`src/rtl/pwg_pkg.sv`:
```
// pwg_pkg: shared types and constants for the pairing window gate
// no dependencies
`timescale 1ns / 1ps
package pwg_pkg;
  localparam int KIND_W = 4;
  localparam int CONN_W = 8;
  localparam int BYTE_W = 8;
  localparam int PK_IN_W = 32;
  localparam int PK_W = 20;
  localparam int LEN_W = 24;
  localparam int ATT_W = 3;
  localparam int ST_W = 3;
  localparam int EVK_W = 2;
  localparam int CFG_IDX_W = 1;
  localparam int CFG_DATA_W = 24;

  localparam logic [LEN_W-1:0] LEN_RESET = 24'd60000;
  localparam logic [ATT_W-1:0] ATT_RESET = 3'd3;
  localparam logic [PK_IN_W-1:0] PASSKEY_LIMIT = 32'd999999;
  localparam logic [BYTE_W-1:0] AUTH_SC_BIT = 8'h08;
  localparam logic [BYTE_W-1:0] IO_KBD_ONLY = 8'h02;
  localparam logic [BYTE_W-1:0] IO_KBD_DISPLAY = 8'h04;
  localparam logic [BYTE_W-1:0] KEY_BYTES = 8'd16;

  localparam logic [CFG_IDX_W-1:0] REG_WINDOW_LEN = 1'd0;
  localparam logic [CFG_IDX_W-1:0] REG_MAX_ATT = 1'd1;

  typedef enum logic [KIND_W-1:0] {
    K_INIT = 4'd0, K_OPEN = 4'd1, K_CLOSE = 4'd2, K_TICK = 4'd3,
    K_REQUEST = 4'd4, K_PASSKEY = 4'd5, K_FAIL = 4'd6, K_COMPLETE = 4'd7,
    K_DISCONNECT = 4'd8, K_TAKE = 4'd9
  } kind_e;

  typedef enum logic [ST_W-1:0] {
    ST_OK = 3'd0, ST_NOT_ALLOWED = 3'd1, ST_AUTH = 3'd2,
    ST_NOT_INIT = 3'd3, ST_OVERFLOW = 3'd4, ST_NO_EVENT = 3'd5
  } status_e;

  typedef enum logic [EVK_W-1:0] {
    EV_EXPIRED = 2'd0, EV_CANCELLED = 2'd1, EV_PASSKEY = 2'd2, EV_COMPLETE = 2'd3
  } evkind_e;

  // pre-decoded request checks computed by the front end
  typedef struct packed {
    logic gen_zero;
    logic feat;
    logic auth_ok;
    logic pk_ok;
    logic secure;
  } cls_t;
endpackage

```
`src/rtl/pwg_if.sv`:
```
// pwg_if: valid/ready channels for items and results
// depends on pwg_pkg
`timescale 1ns / 1ps
interface pwg_in_if #(parameter int TimeBits = 48, parameter int GenBits = 32);
  logic valid;
  logic ready;
  logic [pwg_pkg::KIND_W-1:0] kind;
  logic [TimeBits-1:0] now_ms;
  logic [pwg_pkg::CONN_W-1:0] conn_id;
  logic [GenBits-1:0] conn_generation;
  logic features_present;
  logic [pwg_pkg::BYTE_W-1:0] auth_flags;
  logic [pwg_pkg::BYTE_W-1:0] max_key_size;
  logic [pwg_pkg::BYTE_W-1:0] io_cap;
  logic [pwg_pkg::PK_IN_W-1:0] passkey;
  logic link_secure;
  modport source (output valid, kind, now_ms, conn_id, conn_generation, features_present,
                  auth_flags, max_key_size, io_cap, passkey, link_secure,
                  input ready);
  modport sink (input valid, kind, now_ms, conn_id, conn_generation, features_present,
                auth_flags, max_key_size, io_cap, passkey, link_secure,
                output ready);
endinterface

interface pwg_out_if #(parameter int GenBits = 32);
  logic valid;
  logic ready;
  logic [pwg_pkg::ST_W-1:0] status;
  logic window_is_open;
  logic bondable;
  logic disconnect_request;
  logic [pwg_pkg::CONN_W-1:0] disconnect_conn_id;
  logic [GenBits-1:0] disconnect_generation;
  logic event_valid;
  logic [pwg_pkg::EVK_W-1:0] event_kind;
  logic [pwg_pkg::PK_W-1:0] event_passkey;
  logic [GenBits-1:0] event_window_generation;
  logic [GenBits-1:0] event_conn_generation;
  modport source (output valid, status, window_is_open, bondable, disconnect_request,
                  disconnect_conn_id, disconnect_generation, event_valid, event_kind,
                  event_passkey, event_window_generation, event_conn_generation,
                  input ready);
  modport sink (input valid, status, window_is_open, bondable, disconnect_request,
                disconnect_conn_id, disconnect_generation, event_valid, event_kind,
                event_passkey, event_window_generation, event_conn_generation,
                output ready);
endinterface

```
`src/rtl/pairing_window_gate_unit.sv`:
```
// pairing_window_gate_unit: top level, front classifier, queue and back engine
// depends on pwg_pkg, pwg_if, pwg_front, pwg_back
// flow: the back engine's steps are capture, execute, output and handshake; an
//   open or take that expires the window executes again, and take scans the event
//   queue before output; a new item is captured only once the result is taken
// the front queue takes up to two items while the back end is busy
// reset: asynchronous, clears all window, owner and queue state; config to defaults
`timescale 1ns / 1ps
module pairing_window_gate_unit #(
  parameter int QUEUE_DEPTH = 2,
  parameter int GENERATION_BITS = 32,
  parameter int TIME_BITS = 48
) (
  input  logic clk_i,
  input  logic rst_ni,
  input  logic cfg_we_i,
  input  logic [pwg_pkg::CFG_IDX_W-1:0] cfg_idx_i,
  input  logic [pwg_pkg::CFG_DATA_W-1:0] cfg_data_i,
  pwg_in_if.sink in_if,
  pwg_out_if.source out_if
);
  import pwg_pkg::*;
  logic cv, cr;
  logic [KIND_W-1:0] ck;
  logic [TIME_BITS-1:0] cn;
  logic [CONN_W-1:0] cc;
  logic [GENERATION_BITS-1:0] cg;
  logic [PK_W-1:0] cp;
  cls_t cl;

  pwg_front #(.TimeBits(TIME_BITS), .GenBits(GENERATION_BITS), .FifoDepth(2)) u_front (
    .clk_i, .rst_ni,
    .in_valid_i(in_if.valid), .in_ready_o(in_if.ready),
    .kind_i(in_if.kind), .now_i(in_if.now_ms), .conn_i(in_if.conn_id),
    .gen_i(in_if.conn_generation), .feat_i(in_if.features_present),
    .auth_i(in_if.auth_flags), .keysz_i(in_if.max_key_size), .io_i(in_if.io_cap),
    .pk_i(in_if.passkey), .secure_i(in_if.link_secure),
    .cmd_valid_o(cv), .cmd_ready_i(cr), .cmd_kind_o(ck), .cmd_now_o(cn),
    .cmd_conn_o(cc), .cmd_gen_o(cg), .cmd_pk_o(cp), .cmd_cls_o(cl)
  );

  pwg_back #(.TimeBits(TIME_BITS), .GenBits(GENERATION_BITS), .QueueDepth(QUEUE_DEPTH))
    u_back (
    .clk_i, .rst_ni, .cfg_we_i, .cfg_idx_i, .cfg_data_i,
    .cmd_valid_i(cv), .cmd_ready_o(cr), .cmd_kind_i(ck), .cmd_now_i(cn),
    .cmd_conn_i(cc), .cmd_gen_i(cg), .cmd_pk_i(cp), .cmd_cls_i(cl),
    .out_valid_o(out_if.valid), .out_ready_i(out_if.ready),
    .status_o(out_if.status), .win_o(out_if.window_is_open), .bond_o(out_if.bondable),
    .dreq_o(out_if.disconnect_request), .did_o(out_if.disconnect_conn_id),
    .dgen_o(out_if.disconnect_generation), .ev_valid_o(out_if.event_valid),
    .ev_kind_o(out_if.event_kind), .ev_pk_o(out_if.event_passkey),
    .ev_wg_o(out_if.event_window_generation), .ev_cg_o(out_if.event_conn_generation)
  );
endmodule

```
`src/rtl/pwg_front.sv`:
```
// pwg_front: accepts items, classifies request fields, feeds a short queue
// depends on pwg_pkg
`timescale 1ns / 1ps
module pwg_front #(
  parameter int TimeBits = 48,
  parameter int GenBits = 32,
  parameter int FifoDepth = 2
) (
  input  logic clk_i,
  input  logic rst_ni,
  input  logic in_valid_i,
  output logic in_ready_o,
  input  logic [pwg_pkg::KIND_W-1:0] kind_i,
  input  logic [TimeBits-1:0] now_i,
  input  logic [pwg_pkg::CONN_W-1:0] conn_i,
  input  logic [GenBits-1:0] gen_i,
  input  logic feat_i,
  input  logic [pwg_pkg::BYTE_W-1:0] auth_i,
  input  logic [pwg_pkg::BYTE_W-1:0] keysz_i,
  input  logic [pwg_pkg::BYTE_W-1:0] io_i,
  input  logic [pwg_pkg::PK_IN_W-1:0] pk_i,
  input  logic secure_i,
  output logic cmd_valid_o,
  input  logic cmd_ready_i,
  output logic [pwg_pkg::KIND_W-1:0] cmd_kind_o,
  output logic [TimeBits-1:0] cmd_now_o,
  output logic [pwg_pkg::CONN_W-1:0] cmd_conn_o,
  output logic [GenBits-1:0] cmd_gen_o,
  output logic [pwg_pkg::PK_W-1:0] cmd_pk_o,
  output pwg_pkg::cls_t cmd_cls_o
);
  import pwg_pkg::*;
  localparam int PtrW = (FifoDepth > 1) ? $clog2(FifoDepth) : 1;
  localparam int CntW = $clog2(FifoDepth + 1);
  localparam int EntW = KIND_W + TimeBits + CONN_W + GenBits + PK_W + $bits(cls_t);

  logic [EntW-1:0] mem_q [FifoDepth];
  logic [PtrW-1:0] wr_q, rd_q;
  logic [CntW-1:0] cnt_q;
  cls_t cls;
  logic push, pop;

  always_comb begin
    cls.gen_zero = (gen_i == '0);
    cls.feat = feat_i;
    cls.auth_ok = ((auth_i & AUTH_SC_BIT) != '0) && (keysz_i == KEY_BYTES) &&
                  ((io_i == IO_KBD_ONLY) || (io_i == IO_KBD_DISPLAY));
    cls.pk_ok = (pk_i <= PASSKEY_LIMIT);
    cls.secure = secure_i;
  end

  assign in_ready_o = (cnt_q != CntW'(FifoDepth));
  assign push = in_valid_i && in_ready_o;
  assign cmd_valid_o = (cnt_q != '0);
  assign pop = cmd_valid_o && cmd_ready_i;
  assign {cmd_kind_o, cmd_now_o, cmd_conn_o, cmd_gen_o, cmd_pk_o, cmd_cls_o} = mem_q[rd_q];

  always_ff @(posedge clk_i) begin
    if (push) mem_q[wr_q] <= {kind_i, now_i, conn_i, gen_i, pk_i[PK_W-1:0], cls};
  end

  always_ff @(posedge clk_i or negedge rst_ni) begin
    if (!rst_ni) begin
      wr_q <= '0;
      rd_q <= '0;
      cnt_q <= '0;
    end else begin
      if (push) wr_q <= (wr_q == PtrW'(FifoDepth - 1)) ? '0 : wr_q + 1'b1;
      if (pop) rd_q <= (rd_q == PtrW'(FifoDepth - 1)) ? '0 : rd_q + 1'b1;
      cnt_q <= cnt_q + CntW'(push) - CntW'(pop);
    end
  end

  assert property (@(posedge clk_i) disable iff (!rst_ni)
    cnt_q <= CntW'(FifoDepth)) else $error("fifo count overrun");
  assert property (@(posedge clk_i) disable iff (!rst_ni)
    (cnt_q == '0) |-> !pop) else $error("pop from empty fifo");
  assert property (@(posedge clk_i) disable iff (!rst_ni)
    (push && !pop) |=> (cnt_q == $past(cnt_q) + 1'b1)) else $error("fifo count lost");
endmodule

```
`src/rtl/pwg_back.sv`:
```
// pwg_back: window state, owner, event queue and result register
// depends on pwg_pkg
`timescale 1ns / 1ps
module pwg_back #(
  parameter int TimeBits = 48,
  parameter int GenBits = 32,
  parameter int QueueDepth = 2
) (
  input  logic clk_i,
  input  logic rst_ni,
  input  logic cfg_we_i,
  input  logic [pwg_pkg::CFG_IDX_W-1:0] cfg_idx_i,
  input  logic [pwg_pkg::CFG_DATA_W-1:0] cfg_data_i,
  input  logic cmd_valid_i,
  output logic cmd_ready_o,
  input  logic [pwg_pkg::KIND_W-1:0] cmd_kind_i,
  input  logic [TimeBits-1:0] cmd_now_i,
  input  logic [pwg_pkg::CONN_W-1:0] cmd_conn_i,
  input  logic [GenBits-1:0] cmd_gen_i,
  input  logic [pwg_pkg::PK_W-1:0] cmd_pk_i,
  input  pwg_pkg::cls_t cmd_cls_i,
  output logic out_valid_o,
  input  logic out_ready_i,
  output logic [pwg_pkg::ST_W-1:0] status_o,
  output logic win_o,
  output logic bond_o,
  output logic dreq_o,
  output logic [pwg_pkg::CONN_W-1:0] did_o,
  output logic [GenBits-1:0] dgen_o,
  output logic ev_valid_o,
  output logic [pwg_pkg::EVK_W-1:0] ev_kind_o,
  output logic [pwg_pkg::PK_W-1:0] ev_pk_o,
  output logic [GenBits-1:0] ev_wg_o,
  output logic [GenBits-1:0] ev_cg_o
);
  import pwg_pkg::*;
  localparam int QcW = $clog2(QueueDepth + 1);
  localparam int QiW = (QueueDepth > 1) ? $clog2(QueueDepth) : 1;
  localparam logic [GenBits-1:0] GenMax = '1;

  typedef enum logic [1:0] {S_IDLE, S_EXEC, S_SCAN, S_OUT} state_e;
  state_e state_q;

  logic [LEN_W-1:0] len_q;
  logic [ATT_W-1:0] maxatt_q;
  logic init_q, own_q, bond_q;
  logic [GenBits-1:0] owg_q, wcnt_q, ogen_q, owng_q;
  logic [TimeBits-1:0] dl_q;
  logic [ATT_W-1:0] att_q;
  logic [CONN_W-1:0] oid_q;
  logic [QcW-1:0] qc_q;
  logic [EVK_W-1:0] qk_q [QueueDepth];
  logic [PK_W-1:0] qp_q [QueueDepth];
  logic [GenBits-1:0] qw_q [QueueDepth];
  logic [GenBits-1:0] qg_q [QueueDepth];
  logic [QiW-1:0] scan_q;

  logic [KIND_W-1:0] k_q;
  logic [TimeBits-1:0] now_q;
  logic [CONN_W-1:0] conn_q;
  logic [GenBits-1:0] gen_q;
  logic [PK_W-1:0] pk_q;
  cls_t cls_q;

  // expiry compare registered at capture so exec sees a short path
  logic due_q;

  logic [TimeBits:0] end_sum;
  logic [QiW-1:0] last;

  assign end_sum = {1'b0, now_q} + (TimeBits+1)'(len_q);
  assign last = QiW'(qc_q - 1'b1);

  assign cmd_ready_o = (state_q == S_IDLE);

  always_ff @(posedge clk_i) begin
    if (cmd_valid_i && cmd_ready_o) begin
      k_q <= cmd_kind_i;
      now_q <= cmd_now_i;
      conn_q <= cmd_conn_i;
      gen_q <= cmd_gen_i;
      pk_q <= cmd_pk_i;
      cls_q <= cmd_cls_i;
      due_q <= (cmd_now_i >= dl_q);
    end
  end

  always_ff @(posedge clk_i or negedge rst_ni) begin
    logic own_match, winopen, cur, ok, same, valid;
    logic [QiW-1:0] i;
    if (!rst_ni) begin
      state_q <= S_IDLE;
      len_q <= LEN_RESET;
      maxatt_q <= ATT_RESET;
      init_q <= 1'b0; own_q <= 1'b0; bond_q <= 1'b0;
      owg_q <= '0; wcnt_q <= '0; ogen_q <= '0; owng_q <= '0;
      dl_q <= '0; att_q <= '0; oid_q <= '0; qc_q <= '0; scan_q <= '0;
      out_valid_o <= 1'b0;
      status_o <= ST_OK; win_o <= 1'b0; bond_o <= 1'b0;
      dreq_o <= 1'b0; did_o <= '0; dgen_o <= '0;
      ev_valid_o <= 1'b0; ev_kind_o <= '0; ev_pk_o <= '0; ev_wg_o <= '0; ev_cg_o <= '0;
    end else begin
      if (cfg_we_i) begin
        unique case (cfg_idx_i)
          REG_WINDOW_LEN: len_q <= cfg_data_i[LEN_W-1:0];
          REG_MAX_ATT: maxatt_q <= cfg_data_i[ATT_W-1:0];
          default: ;
        endcase
      end
      unique case (state_q)
        S_IDLE: begin
          if (cmd_valid_i) begin
            state_q <= S_EXEC;
            status_o <= ST_OK;
            dreq_o <= 1'b0; did_o <= '0; dgen_o <= '0;
            ev_valid_o <= 1'b0; ev_kind_o <= '0; ev_pk_o <= '0; ev_wg_o <= '0; ev_cg_o <= '0;
          end
        end
        S_EXEC: begin
          // expiry first for open, tick and take
          own_match = own_q && (oid_q == conn_q);
          winopen = init_q && (owg_q != '0) && !due_q;
          cur = own_match && (gen_q != '0) && (ogen_q == gen_q) && (owng_q == owg_q) && winopen;
          if ((k_q == K_OPEN || k_q == K_TICK || k_q == K_TAKE) &&
              (owg_q != '0) && due_q) begin
            qc_q <= QcW'(1); qk_q[0] <= EV_EXPIRED; qp_q[0] <= '0;
            qw_q[0] <= wcnt_q; qg_q[0] <= ogen_q;
            owg_q <= '0; dl_q <= '0; bond_q <= 1'b0;
            own_q <= 1'b0; oid_q <= '0; ogen_q <= '0; owng_q <= '0;
            if (own_q) begin
              dreq_o <= 1'b1; did_o <= oid_q; dgen_o <= ogen_q;
            end
            // open and take re-run with window now closed; due_q stays but owg is zero
            state_q <= (k_q == K_OPEN || k_q == K_TAKE) ? S_EXEC : S_OUT;
          end else if (k_q >= K_REQUEST && k_q <= K_DISCONNECT && !init_q) begin
            status_o <= ST_NOT_INIT;
            state_q <= S_OUT;
          end else begin
            state_q <= (k_q == K_TAKE) ? S_SCAN : S_OUT;
            case (k_q)
              K_INIT: if (!init_q) begin init_q <= 1'b1; bond_q <= 1'b0; end
              K_OPEN: begin
                if (!init_q) status_o <= ST_NOT_INIT;
                else if (!winopen) begin
                  if ((wcnt_q == GenMax) || end_sum[TimeBits]) status_o <= ST_OVERFLOW;
                  else begin
                    wcnt_q <= wcnt_q + 1'b1; owg_q <= wcnt_q + 1'b1;
                    dl_q <= end_sum[TimeBits-1:0]; att_q <= '0; bond_q <= 1'b1;
                    qc_q <= '0;
                  end
                end
              end
              K_CLOSE: begin
                if (owg_q != '0 || own_q) begin
                  qc_q <= QcW'(1); qk_q[0] <= EV_CANCELLED; qp_q[0] <= '0;
                  qw_q[0] <= wcnt_q; qg_q[0] <= ogen_q;
                end
                owg_q <= '0; dl_q <= '0; bond_q <= 1'b0;
                own_q <= 1'b0; oid_q <= '0; ogen_q <= '0; owng_q <= '0;
                if (own_q) begin dreq_o <= 1'b1; did_o <= oid_q; dgen_o <= ogen_q; end
              end
              K_TICK: ;
              K_REQUEST: begin
                if (cls_q.gen_zero || !cls_q.feat) status_o <= ST_NOT_ALLOWED;
                else if (!cls_q.auth_ok) status_o <= ST_AUTH;
                else begin
                  ok = winopen;
                  if (ok && own_q) begin
                    ok = (oid_q == conn_q) && (ogen_q == gen_q) && (owng_q == owg_q);
                  end else if (ok && att_q < maxatt_q) begin
                    qc_q <= '0; own_q <= 1'b1; oid_q <= conn_q; ogen_q <= gen_q;
                    owng_q <= owg_q; att_q <= att_q + 1'b1;
                  end else ok = 1'b0;
                  status_o <= ok ? ST_OK : ST_NOT_ALLOWED;
                end
              end
              K_PASSKEY, K_FAIL: begin
                ok = 1'b0;
                if (k_q == K_PASSKEY) begin
                  ok = cur && cls_q.pk_ok;
                  if (ok) begin
                    same = (qc_q != '0) && (qk_q[last] == EV_PASSKEY) && (qp_q[last] == pk_q);
                    if (!same) begin
                      if (qc_q >= QcW'(QueueDepth)) ok = 1'b0;
                      else begin
                        i = QiW'(qc_q);
                        qk_q[i] <= EV_PASSKEY; qp_q[i] <= pk_q;
                        qw_q[i] <= owg_q; qg_q[i] <= gen_q; qc_q <= qc_q + 1'b1;
                      end
                    end
                  end
                  if (!ok) status_o <= ST_NOT_ALLOWED;
                end
                if (!ok && own_match) begin
                  qc_q <= QcW'(1); qk_q[0] <= EV_CANCELLED; qp_q[0] <= '0;
                  qw_q[0] <= wcnt_q; qg_q[0] <= ogen_q;
                  own_q <= 1'b0; oid_q <= '0; ogen_q <= '0; owng_q <= '0;
                  if (att_q >= maxatt_q) begin owg_q <= '0; dl_q <= '0; bond_q <= 1'b0; end
                  dreq_o <= 1'b1; did_o <= conn_q; dgen_o <= ogen_q;
                end
              end
              K_COMPLETE: begin
                ok = cur && cls_q.secure;
                status_o <= ok ? ST_OK : ST_NOT_ALLOWED;
                if (own_match) begin
                  qc_q <= QcW'(1); qk_q[0] <= ok ? EV_COMPLETE : EV_CANCELLED; qp_q[0] <= '0;
                  qw_q[0] <= wcnt_q; qg_q[0] <= ogen_q;
                  owg_q <= '0; dl_q <= '0; bond_q <= 1'b0;
                  own_q <= 1'b0; oid_q <= '0; ogen_q <= '0; owng_q <= '0;
                  if (!ok) begin dreq_o <= 1'b1; did_o <= conn_q; dgen_o <= ogen_q; end
                end
              end
              K_DISCONNECT: begin
                if (own_match) begin
                  qc_q <= QcW'(1); qk_q[0] <= EV_CANCELLED; qp_q[0] <= '0;
                  qw_q[0] <= wcnt_q; qg_q[0] <= ogen_q;
                  own_q <= 1'b0; oid_q <= '0; ogen_q <= '0; owng_q <= '0;
                  if (att_q >= maxatt_q) begin owg_q <= '0; dl_q <= '0; bond_q <= 1'b0; end
                end
              end
              K_TAKE: begin
                status_o <= ST_NO_EVENT;
                scan_q <= '0;
              end
              default: status_o <= ST_NOT_ALLOWED;
            endcase
          end
        end
        S_SCAN: begin
          // one queue entry per cycle, front entry popped each time
          if (qc_q == '0) state_q <= S_OUT;
          else begin
            winopen = init_q && (owg_q != '0) && !due_q;
            valid = (qw_q[0] == wcnt_q);
            if (qk_q[0] == EV_PASSKEY)
              valid = valid && winopen && (owg_q == qw_q[0]) && own_q &&
                      (ogen_q == qg_q[0]) && (gen_q == qg_q[0]);
            for (int j = 0; j < QueueDepth - 1; j++) begin
              qk_q[j] <= qk_q[j+1]; qp_q[j] <= qp_q[j+1];
              qw_q[j] <= qw_q[j+1]; qg_q[j] <= qg_q[j+1];
            end
            qc_q <= qc_q - 1'b1;
            scan_q <= scan_q + 1'b1;
            if (valid) begin
              ev_valid_o <= 1'b1; ev_kind_o <= qk_q[0]; ev_pk_o <= qp_q[0];
              ev_wg_o <= qw_q[0]; ev_cg_o <= qg_q[0]; status_o <= ST_OK;
              state_q <= S_OUT;
            end else if (scan_q == QiW'(QueueDepth - 1)) state_q <= S_OUT;
          end
        end
        S_OUT: begin
          if (!out_valid_o) begin
            out_valid_o <= 1'b1;
            win_o <= init_q && (owg_q != '0) && (now_q < dl_q);
            bond_o <= bond_q;
          end else if (out_ready_i) begin
            out_valid_o <= 1'b0;
            state_q <= S_IDLE;
          end
        end
        default: state_q <= S_IDLE;
      endcase
    end
  end

  assert property (@(posedge clk_i) disable iff (!rst_ni)
    qc_q <= QcW'(QueueDepth)) else $error("event queue count overrun");
  assert property (@(posedge clk_i) disable iff (!rst_ni)
    out_valid_o |-> (state_q == S_OUT)) else $error("result shown outside output state");
  assert property (@(posedge clk_i) disable iff (!rst_ni)
    (out_valid_o && !out_ready_i) |=> out_valid_o) else $error("result dropped");
  assert property (@(posedge clk_i) disable iff (!rst_ni)
    (own_q && owg_q != '0) |-> (owng_q == owg_q)) else $error("owner of stale window");
endmodule

```
`src/flat_wrapper.sv`:
```
// flat-port wrapper written by rule: the top's interface ports become plain ports
module pairing_window_gate_unit_flat import pwg_pkg::*;
#(
  parameter int QUEUE_DEPTH = 2,
  parameter int GENERATION_BITS = 32,
  parameter int TIME_BITS = 48
)
  (clk_i, rst_ni, cfg_we_i, cfg_idx_i, cfg_data_i, in_if_valid, in_if_kind, in_if_now_ms, in_if_conn_id, in_if_conn_generation, in_if_features_present, in_if_auth_flags, in_if_max_key_size, in_if_io_cap, in_if_passkey, in_if_link_secure, in_if_ready, out_if_valid, out_if_status, out_if_window_is_open, out_if_bondable, out_if_disconnect_request, out_if_disconnect_conn_id, out_if_disconnect_generation, out_if_event_valid, out_if_event_kind, out_if_event_passkey, out_if_event_window_generation, out_if_event_conn_generation, out_if_ready);
  pwg_in_if #(.TimeBits(48), .GenBits(32)) in_if_i ();
  pwg_out_if #(.GenBits(32)) out_if_i ();
  input  logic clk_i;
  input  logic rst_ni;
  input  logic cfg_we_i;
  input  logic [pwg_pkg::CFG_IDX_W-1:0] cfg_idx_i;
  input  logic [pwg_pkg::CFG_DATA_W-1:0] cfg_data_i;
  input wire logic [$bits(in_if_i.valid)-1:0] in_if_valid;
  input wire logic [$bits(in_if_i.kind)-1:0] in_if_kind;
  input wire logic [$bits(in_if_i.now_ms)-1:0] in_if_now_ms;
  input wire logic [$bits(in_if_i.conn_id)-1:0] in_if_conn_id;
  input wire logic [$bits(in_if_i.conn_generation)-1:0] in_if_conn_generation;
  input wire logic [$bits(in_if_i.features_present)-1:0] in_if_features_present;
  input wire logic [$bits(in_if_i.auth_flags)-1:0] in_if_auth_flags;
  input wire logic [$bits(in_if_i.max_key_size)-1:0] in_if_max_key_size;
  input wire logic [$bits(in_if_i.io_cap)-1:0] in_if_io_cap;
  input wire logic [$bits(in_if_i.passkey)-1:0] in_if_passkey;
  input wire logic [$bits(in_if_i.link_secure)-1:0] in_if_link_secure;
  output wire logic [$bits(in_if_i.ready)-1:0] in_if_ready;
  output wire logic [$bits(out_if_i.valid)-1:0] out_if_valid;
  output wire logic [$bits(out_if_i.status)-1:0] out_if_status;
  output wire logic [$bits(out_if_i.window_is_open)-1:0] out_if_window_is_open;
  output wire logic [$bits(out_if_i.bondable)-1:0] out_if_bondable;
  output wire logic [$bits(out_if_i.disconnect_request)-1:0] out_if_disconnect_request;
  output wire logic [$bits(out_if_i.disconnect_conn_id)-1:0] out_if_disconnect_conn_id;
  output wire logic [$bits(out_if_i.disconnect_generation)-1:0] out_if_disconnect_generation;
  output wire logic [$bits(out_if_i.event_valid)-1:0] out_if_event_valid;
  output wire logic [$bits(out_if_i.event_kind)-1:0] out_if_event_kind;
  output wire logic [$bits(out_if_i.event_passkey)-1:0] out_if_event_passkey;
  output wire logic [$bits(out_if_i.event_window_generation)-1:0] out_if_event_window_generation;
  output wire logic [$bits(out_if_i.event_conn_generation)-1:0] out_if_event_conn_generation;
  input wire logic [$bits(out_if_i.ready)-1:0] out_if_ready;
  assign in_if_i.valid = in_if_valid;
  assign in_if_i.kind = in_if_kind;
  assign in_if_i.now_ms = in_if_now_ms;
  assign in_if_i.conn_id = in_if_conn_id;
  assign in_if_i.conn_generation = in_if_conn_generation;
  assign in_if_i.features_present = in_if_features_present;
  assign in_if_i.auth_flags = in_if_auth_flags;
  assign in_if_i.max_key_size = in_if_max_key_size;
  assign in_if_i.io_cap = in_if_io_cap;
  assign in_if_i.passkey = in_if_passkey;
  assign in_if_i.link_secure = in_if_link_secure;
  assign in_if_ready = in_if_i.ready;
  assign out_if_valid = out_if_i.valid;
  assign out_if_status = out_if_i.status;
  assign out_if_window_is_open = out_if_i.window_is_open;
  assign out_if_bondable = out_if_i.bondable;
  assign out_if_disconnect_request = out_if_i.disconnect_request;
  assign out_if_disconnect_conn_id = out_if_i.disconnect_conn_id;
  assign out_if_disconnect_generation = out_if_i.disconnect_generation;
  assign out_if_event_valid = out_if_i.event_valid;
  assign out_if_event_kind = out_if_i.event_kind;
  assign out_if_event_passkey = out_if_i.event_passkey;
  assign out_if_event_window_generation = out_if_i.event_window_generation;
  assign out_if_event_conn_generation = out_if_i.event_conn_generation;
  assign out_if_i.ready = out_if_ready;
  pairing_window_gate_unit #(.QUEUE_DEPTH(QUEUE_DEPTH), .GENERATION_BITS(GENERATION_BITS), .TIME_BITS(TIME_BITS)) u_core (.clk_i(clk_i), .rst_ni(rst_ni), .cfg_we_i(cfg_we_i), .cfg_idx_i(cfg_idx_i), .cfg_data_i(cfg_data_i), .in_if(in_if_i), .out_if(out_if_i));
endmodule
```
`config.mk`:
```
export PLATFORM = sky130hd
export DESIGN_NAME = pairing_window_gate_unit_flat
export DESIGN_NICKNAME = d
export VERILOG_FILES = /design/src/rtl/pwg_pkg.sv /design/src/rtl/pwg_if.sv /design/src/rtl/pairing_window_gate_unit.sv /design/src/rtl/pwg_front.sv /design/src/rtl/pwg_back.sv /design/src/flat_wrapper.sv
export SDC_FILE = /design/constraint.sdc
export NUM_CORES = 1
export LEC_CHECK = 0
export BUFFER_PORTS_ARGS = -buffer_cell sky130_fd_sc_hd__buf_2
export CELL_PAD_IN_SITES_DETAIL_PLACEMENT = 2
export CELL_PAD_IN_SITES_GLOBAL_PLACEMENT = 2
export CORE_MARGIN = 2
export CORE_UTILIZATION = 42
export DETAILED_ROUTE_END_ITERATION = 10
export PLACE_DENSITY = 0.89
export SYNTH_ARGS = -nofsm -noshare
export SYNTH_HDL_FRONTEND = slang
export SYNTH_SLANG_ARGS = --single-unit
```
`constraint.sdc`:
```
create_clock -name clk_i -period 14.12 [get_ports clk_i]
set_input_delay 0.706 -clock clk_i [delete_from_list [all_inputs] [get_ports clk_i]]
set_output_delay 0.706 -clock clk_i [all_outputs]
set_load 0.01 [all_outputs]
```
==> results of run 1 <==
per-layer routing:
| metal | vias to the layer above | GRT usage [%] | share of wire [%] |
|---|---|---|---|
| met5 | - | 0 | 0.060 |
| met1 | 16800 | 38.4 | 37 |
| met4 | 16 | 18.1 | 6.9 |
| li1 | 13100 | - | - |
| met3 | 659 | 5.78 | 8.0 |
| met2 | 1899 | 54.1 | 48 |
how the worst min path moves through the flow:
stage	end	startpoint	slack, ns
after floorplan	async pin	rst_ni	0.41
after global placement	u_core.u_back.bond_o$_DFFE_PN0P_	u_core.u_back.bond_o$_DFFE_PN0P_	0.46
after global routing	u_core.u_back.status_o[0]$_DFFE_PN0P_	rst_ni	0.03
after detailed placement	u_core.u_back.ev_valid_o$_DFFE_PN0P_	u_core.u_back.ev_valid_o$_DFFE_PN0P_	0.49
final	u_core.u_back.dl_q[45]$_DFFE_PN0P_	rst_ni	-0.02
after CTS	u_core.u_back.dl_q[45]$_DFFE_PN0P_	rst_ni	0.006
cell families (layout without fill, tap and decap cells):
group | Yosys count | after routing | synth area share [%]
AOI/OAI and AO/OA | 493 | 493 | 7.70
buffers and inverters | 410 | 774 | 4.04
muxes | 440 | 440 | 11.2
adders and majority gates | 129 | 129 | 3.80
xor gates and xnor gates | 255 | 255 | 5.23
DFF | 884 | 884 | 58.0
and+or+nand+nor | 883 | 883 | 10.0
other | 0 | 18 | 0
cells in the mapped netlist (64+ instances only):
master,instances
edfxtp_1,524
dfrtp_1,351
nand2_1,302
inv_1,248
mux2i_1,246
nor2_1,169
xor2_1,159
mux2_2,151
a21oi_1,134
ha_1,128
clkbuf_1,117
xnor2_1,96
nor4_1,92
a21o_1,84
o21ai_0,84
nand3_1,64
state kept, by name, indices dropped and copies added (netlist names), 20 cells and up, named ones only:
signal,count
u_core.u_front.mem_q,234
u_core.u_back.qg_q,64
u_core.u_back.qw_q,64
u_core.u_back.dl_q,48
u_core.u_back.now_q,48
u_core.u_back.qp_q,40
u_core.u_back.dgen_o,32
u_core.u_back.ev_cg_o,32
u_core.u_back.ev_wg_o,32
u_core.u_back.gen_q,32
u_core.u_back.ogen_q,32
u_core.u_back.owg_q,32
u_core.u_back.owng_q,32
u_core.u_back.wcnt_q,32
u_core.u_back.len_q,24
u_core.u_back.ev_pk_o,20
u_core.u_back.pk_q,20
cell type report:
type	instances	area [µm²]
flip-flops and latches	884	24800
clock inverters	51	440
well taps	1357	1700
repair buffers	342	1850
diodes	18	45.0
clock buffers	133	2750
fillers	9809	51700
multi-input cells	2200	16300
inverters	248	931
power groups by stage:
stage / clock [mW] / sequential, mW / combinational (mW)
floorplan: 0 / 3.78 / 1.97
global placement: 0 / 3.82 / 2.83
detailed placement: 0 / 3.89 / 3.09
CTS: 2.66 / 3.88 / 3.24
global route: 2.77 / 3.95 / 3.52
finish: 2.66 / 3.92 / 3.31
worst register-to-register path, delay by kind of cell (launching register included):
family	cells	cell delay (ns)
simple gates	5	2.32
buf+inv	2	1.34
compound gates	2	0.98
flops	1	0.59
xor+xnor	1	0.28
stage by stage:
step	hold slack (ns)	total power, mW	util [%]
after detailed placement	0.494	6.99	45.3
after global routing	0.0283	10.2	48.5
after global placement	0.463	6.65	45.3
after CTS	0.00561	9.77	48.5
final	-0.0163	9.88	48.6
after floorplan	0.410	5.74	-
==> qor.csv, run 1 <==
metric,value,unit
status,finished with violations,
violations,negative hold slack,
timing.fmax,164,MHz
synth_top_area_cell,edfxtp_1,
cp-endpoint,u_core.u_back.qw_q[0][14]$_DFFE_PP_,
setup_viol,0,
worstReg2RegEnd,u_core.u_back.qw_q[0][14]$_DFFE_PP_,
synth-seq-cells,884,
viasPerCell,6.22,
grt_pass1_vias,35700,
start_util,42.5,%
synth_nets,3803,
first_pass_iters,5,
power_density,203,nW/µm²
start_kind,flop,
synthTopCellsByArea,"edfxtp_1 37%, dfrtp_1 21%, mux2i_1 5.8%",
dp_slack,8.49,ns
crit_chain,xor2_1 > nor4_1 > nand4_1 > or4_4 > or4_1 > nor4b_2 > buf_4 > a31oi_1 > a21oi_4 > buf_4,
cp_common_cell,buf_4,
synthToLayoutAreaGrowth,14.3,%
setup_tns,0,ns
cts_made_buffers,97,
fin_skew,0.0693,ns
yosysSeqAreaShare,58.0,%
num_rows,116,
comb_power_share,33.5,%
critPathTopFamily,simple AND/OR/NAND/NOR gates,
period_share,43.1,%
vias,32600,
antenna_left,0,
dpl_cell_area,45500,µm²
crit_start,u_core.u_back.gen_q[21]$_DFFE_PP_,
power_frac_seq,39.6,%
yosys.area.top_type_share,36.9,%
gp_congestion,0.933,
worst-path-stages,10,
whs,-0.0163,ns
die_h,323,µm
layout_common_cells,"524 x edfxtp_1, 350 x dfrtp_1, 306 x buf_2",
crit_arrival,6.37,ns
dp.cells,5031,
design_area,48800,µm²
cts.repair.resized,0,
fp.dieArea,104000,µm²
slowest_stage,buf_4,
insertion_delay,0.73,ns
final_common_cell,edfxtp_1,
cp.required,14.40,ns
drc,0,
fin_cells,5233,
cp_num_buf_inv,2,
tightest_slew,1.22,ns
cts_tree,built,
grt_pass1_wl,246,mm
core-area,100000,µm²
p_sw_share,38.5,%
path_class,flop to flop,
syn_inst,3494,
synth_edf_count,524,
routedWlPerCell,33.1,µm
period_minus_slack,6.08,ns
io_pins,315,
cts_root_buffer,clkbuf_16,
worst-r2r-setup-slack,8.04,ns
post_cts_buffers,0,
antenna_found_initial,23,
wl,173,mm
ys.flop_type,edfxtp_1,
synthesis.area,42700,µm²
drive_gt1_share,18.8,%
reg2reg_from,u_core.u_back.gen_q[21]$_DFFE_PP_,
grt_use_total,32.0,%
relSlewSlack,18.2,%
grt_overflow,0,
cts.sinks,884,
yosysWarnings,0,
hold_viol,12,
drv_cap,0,
clockBufferDepth,3,
synthArstFlopShare,40.7,%
final_nets,4082,
r2r_cells,10,
worst_slack,8.04,ns
dp_hpwl,108,mm
grt_max_degree,158,
p_int,6.08,mW
io_buffers,307,
maxSlewViolCount,0,
h-tree-depth,3,
drt-initial-drc-count,3308,
min_path_type,input port to async pin,
hold_buffers,0,
ys_types,78,
power.switching,3.80,mW
vdd_drop_max,128,µV
grt_setup_unrepaired,no,
power_leakage,20.3,nW
worst-path-max-fanout,64,
cpPeakStageDelay,0.94,ns
fp.dieW,323,µm
endpoint_kind,flop,
clockPowerShare,26.9,%
syn_avg_cell_area,12.2,µm²
clkTransAtPathRegs,0.06,ns
No activity file was read; power rests on OpenSTA's default activity.
==> inputs of run 2 (changes only) <==
==> constraint.sdc (replaced) <==
create_clock -name clk_i -period 6.4 [get_ports clk_i]
set_input_delay 0.32 -clock clk_i [delete_from_list [all_inputs] [get_ports clk_i]]
set_output_delay 0.32 -clock clk_i [all_outputs]
set_load 0.01 [all_outputs]
==> run 2 against run 1 <==
- the run ends with max-capacitance violations, max-slew violations left
- sequential share of layout area decreased by 1.7 points
- critical path depth increased by 1
- clock skew decreased by 0.012 ns
- sequential cell count unchanged
- non-clock buffer count increased by 153
- setup slack got worse by 7.6 ns
- global-route usage increased by 5.4 points
- power increased by 130%
- first-iteration DRC count increased by 18%
- design area increased by 3.5%
- routed wire length increased by 13%
- register-to-register slack got worse by 7.6 ns
- critical path type unchanged
- largest cell class unchanged
- largest power group unchanged
- highest routed layer unchanged
==> qor.csv, run 2 (synthesis gave the netlist of run 1 again) <==
metric,value,unit
crit_start,u_core.u_back.owg_q[20]$_DFFE_PN0P_,
maxSlewViolCount,1,
grt_max_degree,154,
grt_pass1_wl,282,mm
grt_use_total,37.4,%
fp.dieArea,104000,µm²
wl,196,mm
worst_slack,0.474,ns
drt-initial-drc-count,3912,
min_path_type,input port to flop,
dpl_cell_area,45700,µm²
worst-r2r-setup-slack,0.47,ns
synthToLayoutAreaGrowth,18.3,%
biggestRegsByFlops,"u_core.u_front.mem_q (234), u_core.u_back.qg_q (64), u_core.u_back.qw_q (64)",
post_cts_buffers,0,
power_leakage,21.0,nW
drive_gt1_share,18.4,%
antenna_found_initial,19,
io_pins,315,
final_common_cell,edfxtp_1,
cts_tree,built,
num_rows,116,
gp_congestion,0.929,
core-area,100000,µm²
hold_depth,3,
dp_slack,1.29,ns
setup_viol,0,
min_from,in_if_io_cap[2],
crit_chain,nor4_1 > nand4_1 > o2111ai_1 > buf_4 > nor2b_1 > nand2_1 > nor4b_4 > buf_4 > a31oi_1 > a21oi_4 > buf_12,
io_buffers,307,
drv_cap,1,
fin_skew,0.0571,ns
vdd_drop_max,284,µV
whs_endpoint,u_core.u_front.mem_q[0][2]$_DFFE_PP_,
fillers,9661,
cpPeakStageDelay,0.90,ns
clkTransAtPathRegs,0.07,ns
worstReg2RegEnd,u_core.u_back.qw_q[0][30]$_DFFE_PP_,
cp.required,6.74,ns
insertion_delay,0.75,ns
cts.sinks,884,
relSlewSlack,-0.0437,%
final_nets,4237,
grt_pass1_vias,38200,
timing.fmax,169,MHz
status,finished with violations,
worst-path-max-fanout,64,
routedWlPerCell,36.4,µm
first_pass_iters,8,
crit_arrival,6.26,ns
antenna_left,0,
period_share,92.6,%
fp.dieW,323,µm
layout_common_cells,"524 x edfxtp_1, 350 x dfrtp_1, 306 x buf_2",
hold_viol,0,
h-tree-depth,3,
vias,34500,
final_core_utilization,50.2,%
violations,"max-capacitance violations, max-slew violations",
start_kind,flop,
r2r_cells,11,
path_class,flop to flop,
cts_made_buffers,99,
die_h,323,µm
start_util,42.5,%
endpoint_kind,flop,
tightest_slew,1.49,ns
cts_root_buffer,clkbuf_16,
cp_common_cell,buf_4,
grt_overflow,0,
grt_setup_unrepaired,no,
period_minus_slack,5.93,ns
largest_reg_flops,234,
viasPerCell,6.41,
drc,0,
p_total,22.9,mW
slowest_stage,a21oi_4,
dp_hpwl,109,mm
power_density,454,nW/µm²
reg2reg_from,u_core.u_back.owg_q[20]$_DFFE_PN0P_,
design_area,50500,µm²
clockBufferDepth,3,
largest_register,u_core.u_front.mem_q,
run 2: changes by cell type in the layout (fill, tap and decap cells not counted), sizes merged:
cell / before / now
inv: 250 / 249
clkbuf: 133 / 129
bufinv: 6 / 13
buf: 342 / 355
dlygate4sd3: 0 / 140
clkinv: 40 / 39
diode: 18 / 11
run 2: worst max-delay path: cells and delay by family (launching register included):
family,cells,cell delay (ns)
compound gates,3,1.49
flops,1,0.55
buf+inv,3,1.08
simple gates,5,2.29
run 2: per-stage QoR:
step,instances,TNS [ns],hold slack [ns]
after CTS,5369,0,0.0149
after detailed placement,5044,0,0.402
after global routing,5376,0,0.0642
after floorplan,3494,-59.97,0.0244
after global placement,5044,0,0.391
final,5380,0,0.0692
run 2: routing by layer:
metal | vias to the layer above | routed length (µm) | track usage, %
met2 | 2503 | 92600 | 61.2
met5 | - | 97 | 0
met3 | 967 | 17500 | 10.0
met1 | 17600 | 69500 | 42.5
li1 | 13400 | - | -
met4 | 16 | 16200 | 26.1
run 2: how the worst max path moves through the flow:
stage | to | slack, ns | cells after the start
after floorplan | u_core.u_back.qg_q[0][0]$_DFFE_PP_ | -0.70 | 8
after global placement | u_core.u_back.qg_q[0][20]$_DFFE_PP_ | 1.55 | 11
after detailed placement | u_core.u_back.qw_q[0][22]$_DFFE_PP_ | 1.29 | 11
after CTS | u_core.u_back.qw_q[0][30]$_DFFE_PP_ | 1.05 | 11
after global routing | u_core.u_back.qw_q[0][30]$_DFFE_PP_ | 0.45 | 11
final | u_core.u_back.qw_q[0][30]$_DFFE_PP_ | 0.47 | 11
run 2: where the power goes:
group / switching, mW / internal (mW) / leakage [nW]
combinational: 5.13 / 2.76 / 9.75
clock: 2.79 / 3.47 / 1.62
sequential: 1.22 / 7.53 / 9.64
total: 9.13 / 13.8 / 21.0
run 2: area by class of cell:
| class | instances | area, µm² | area share (%) |
|---|---|---|---|
| antenna | 11 | 27.5 | 0.0545 |
| clock inverter | 56 | 694 | 1.38 |
| tap | 1357 | 1700 | 3.36 |
| sequential | 884 | 24800 | 49.1 |
| clock buffer | 129 | 2650 | 5.25 |
| inverter | 248 | 931 | 1.84 |
| multi-input combinational | 2200 | 16300 | 32.3 |
| timing repair buffer | 495 | 3380 | 6.70 |
run 2: repair_timing:
action                    CTS  global route
gates resized for setup     0             0
hold buffers              140             0
hold endpoints to repair  339             0
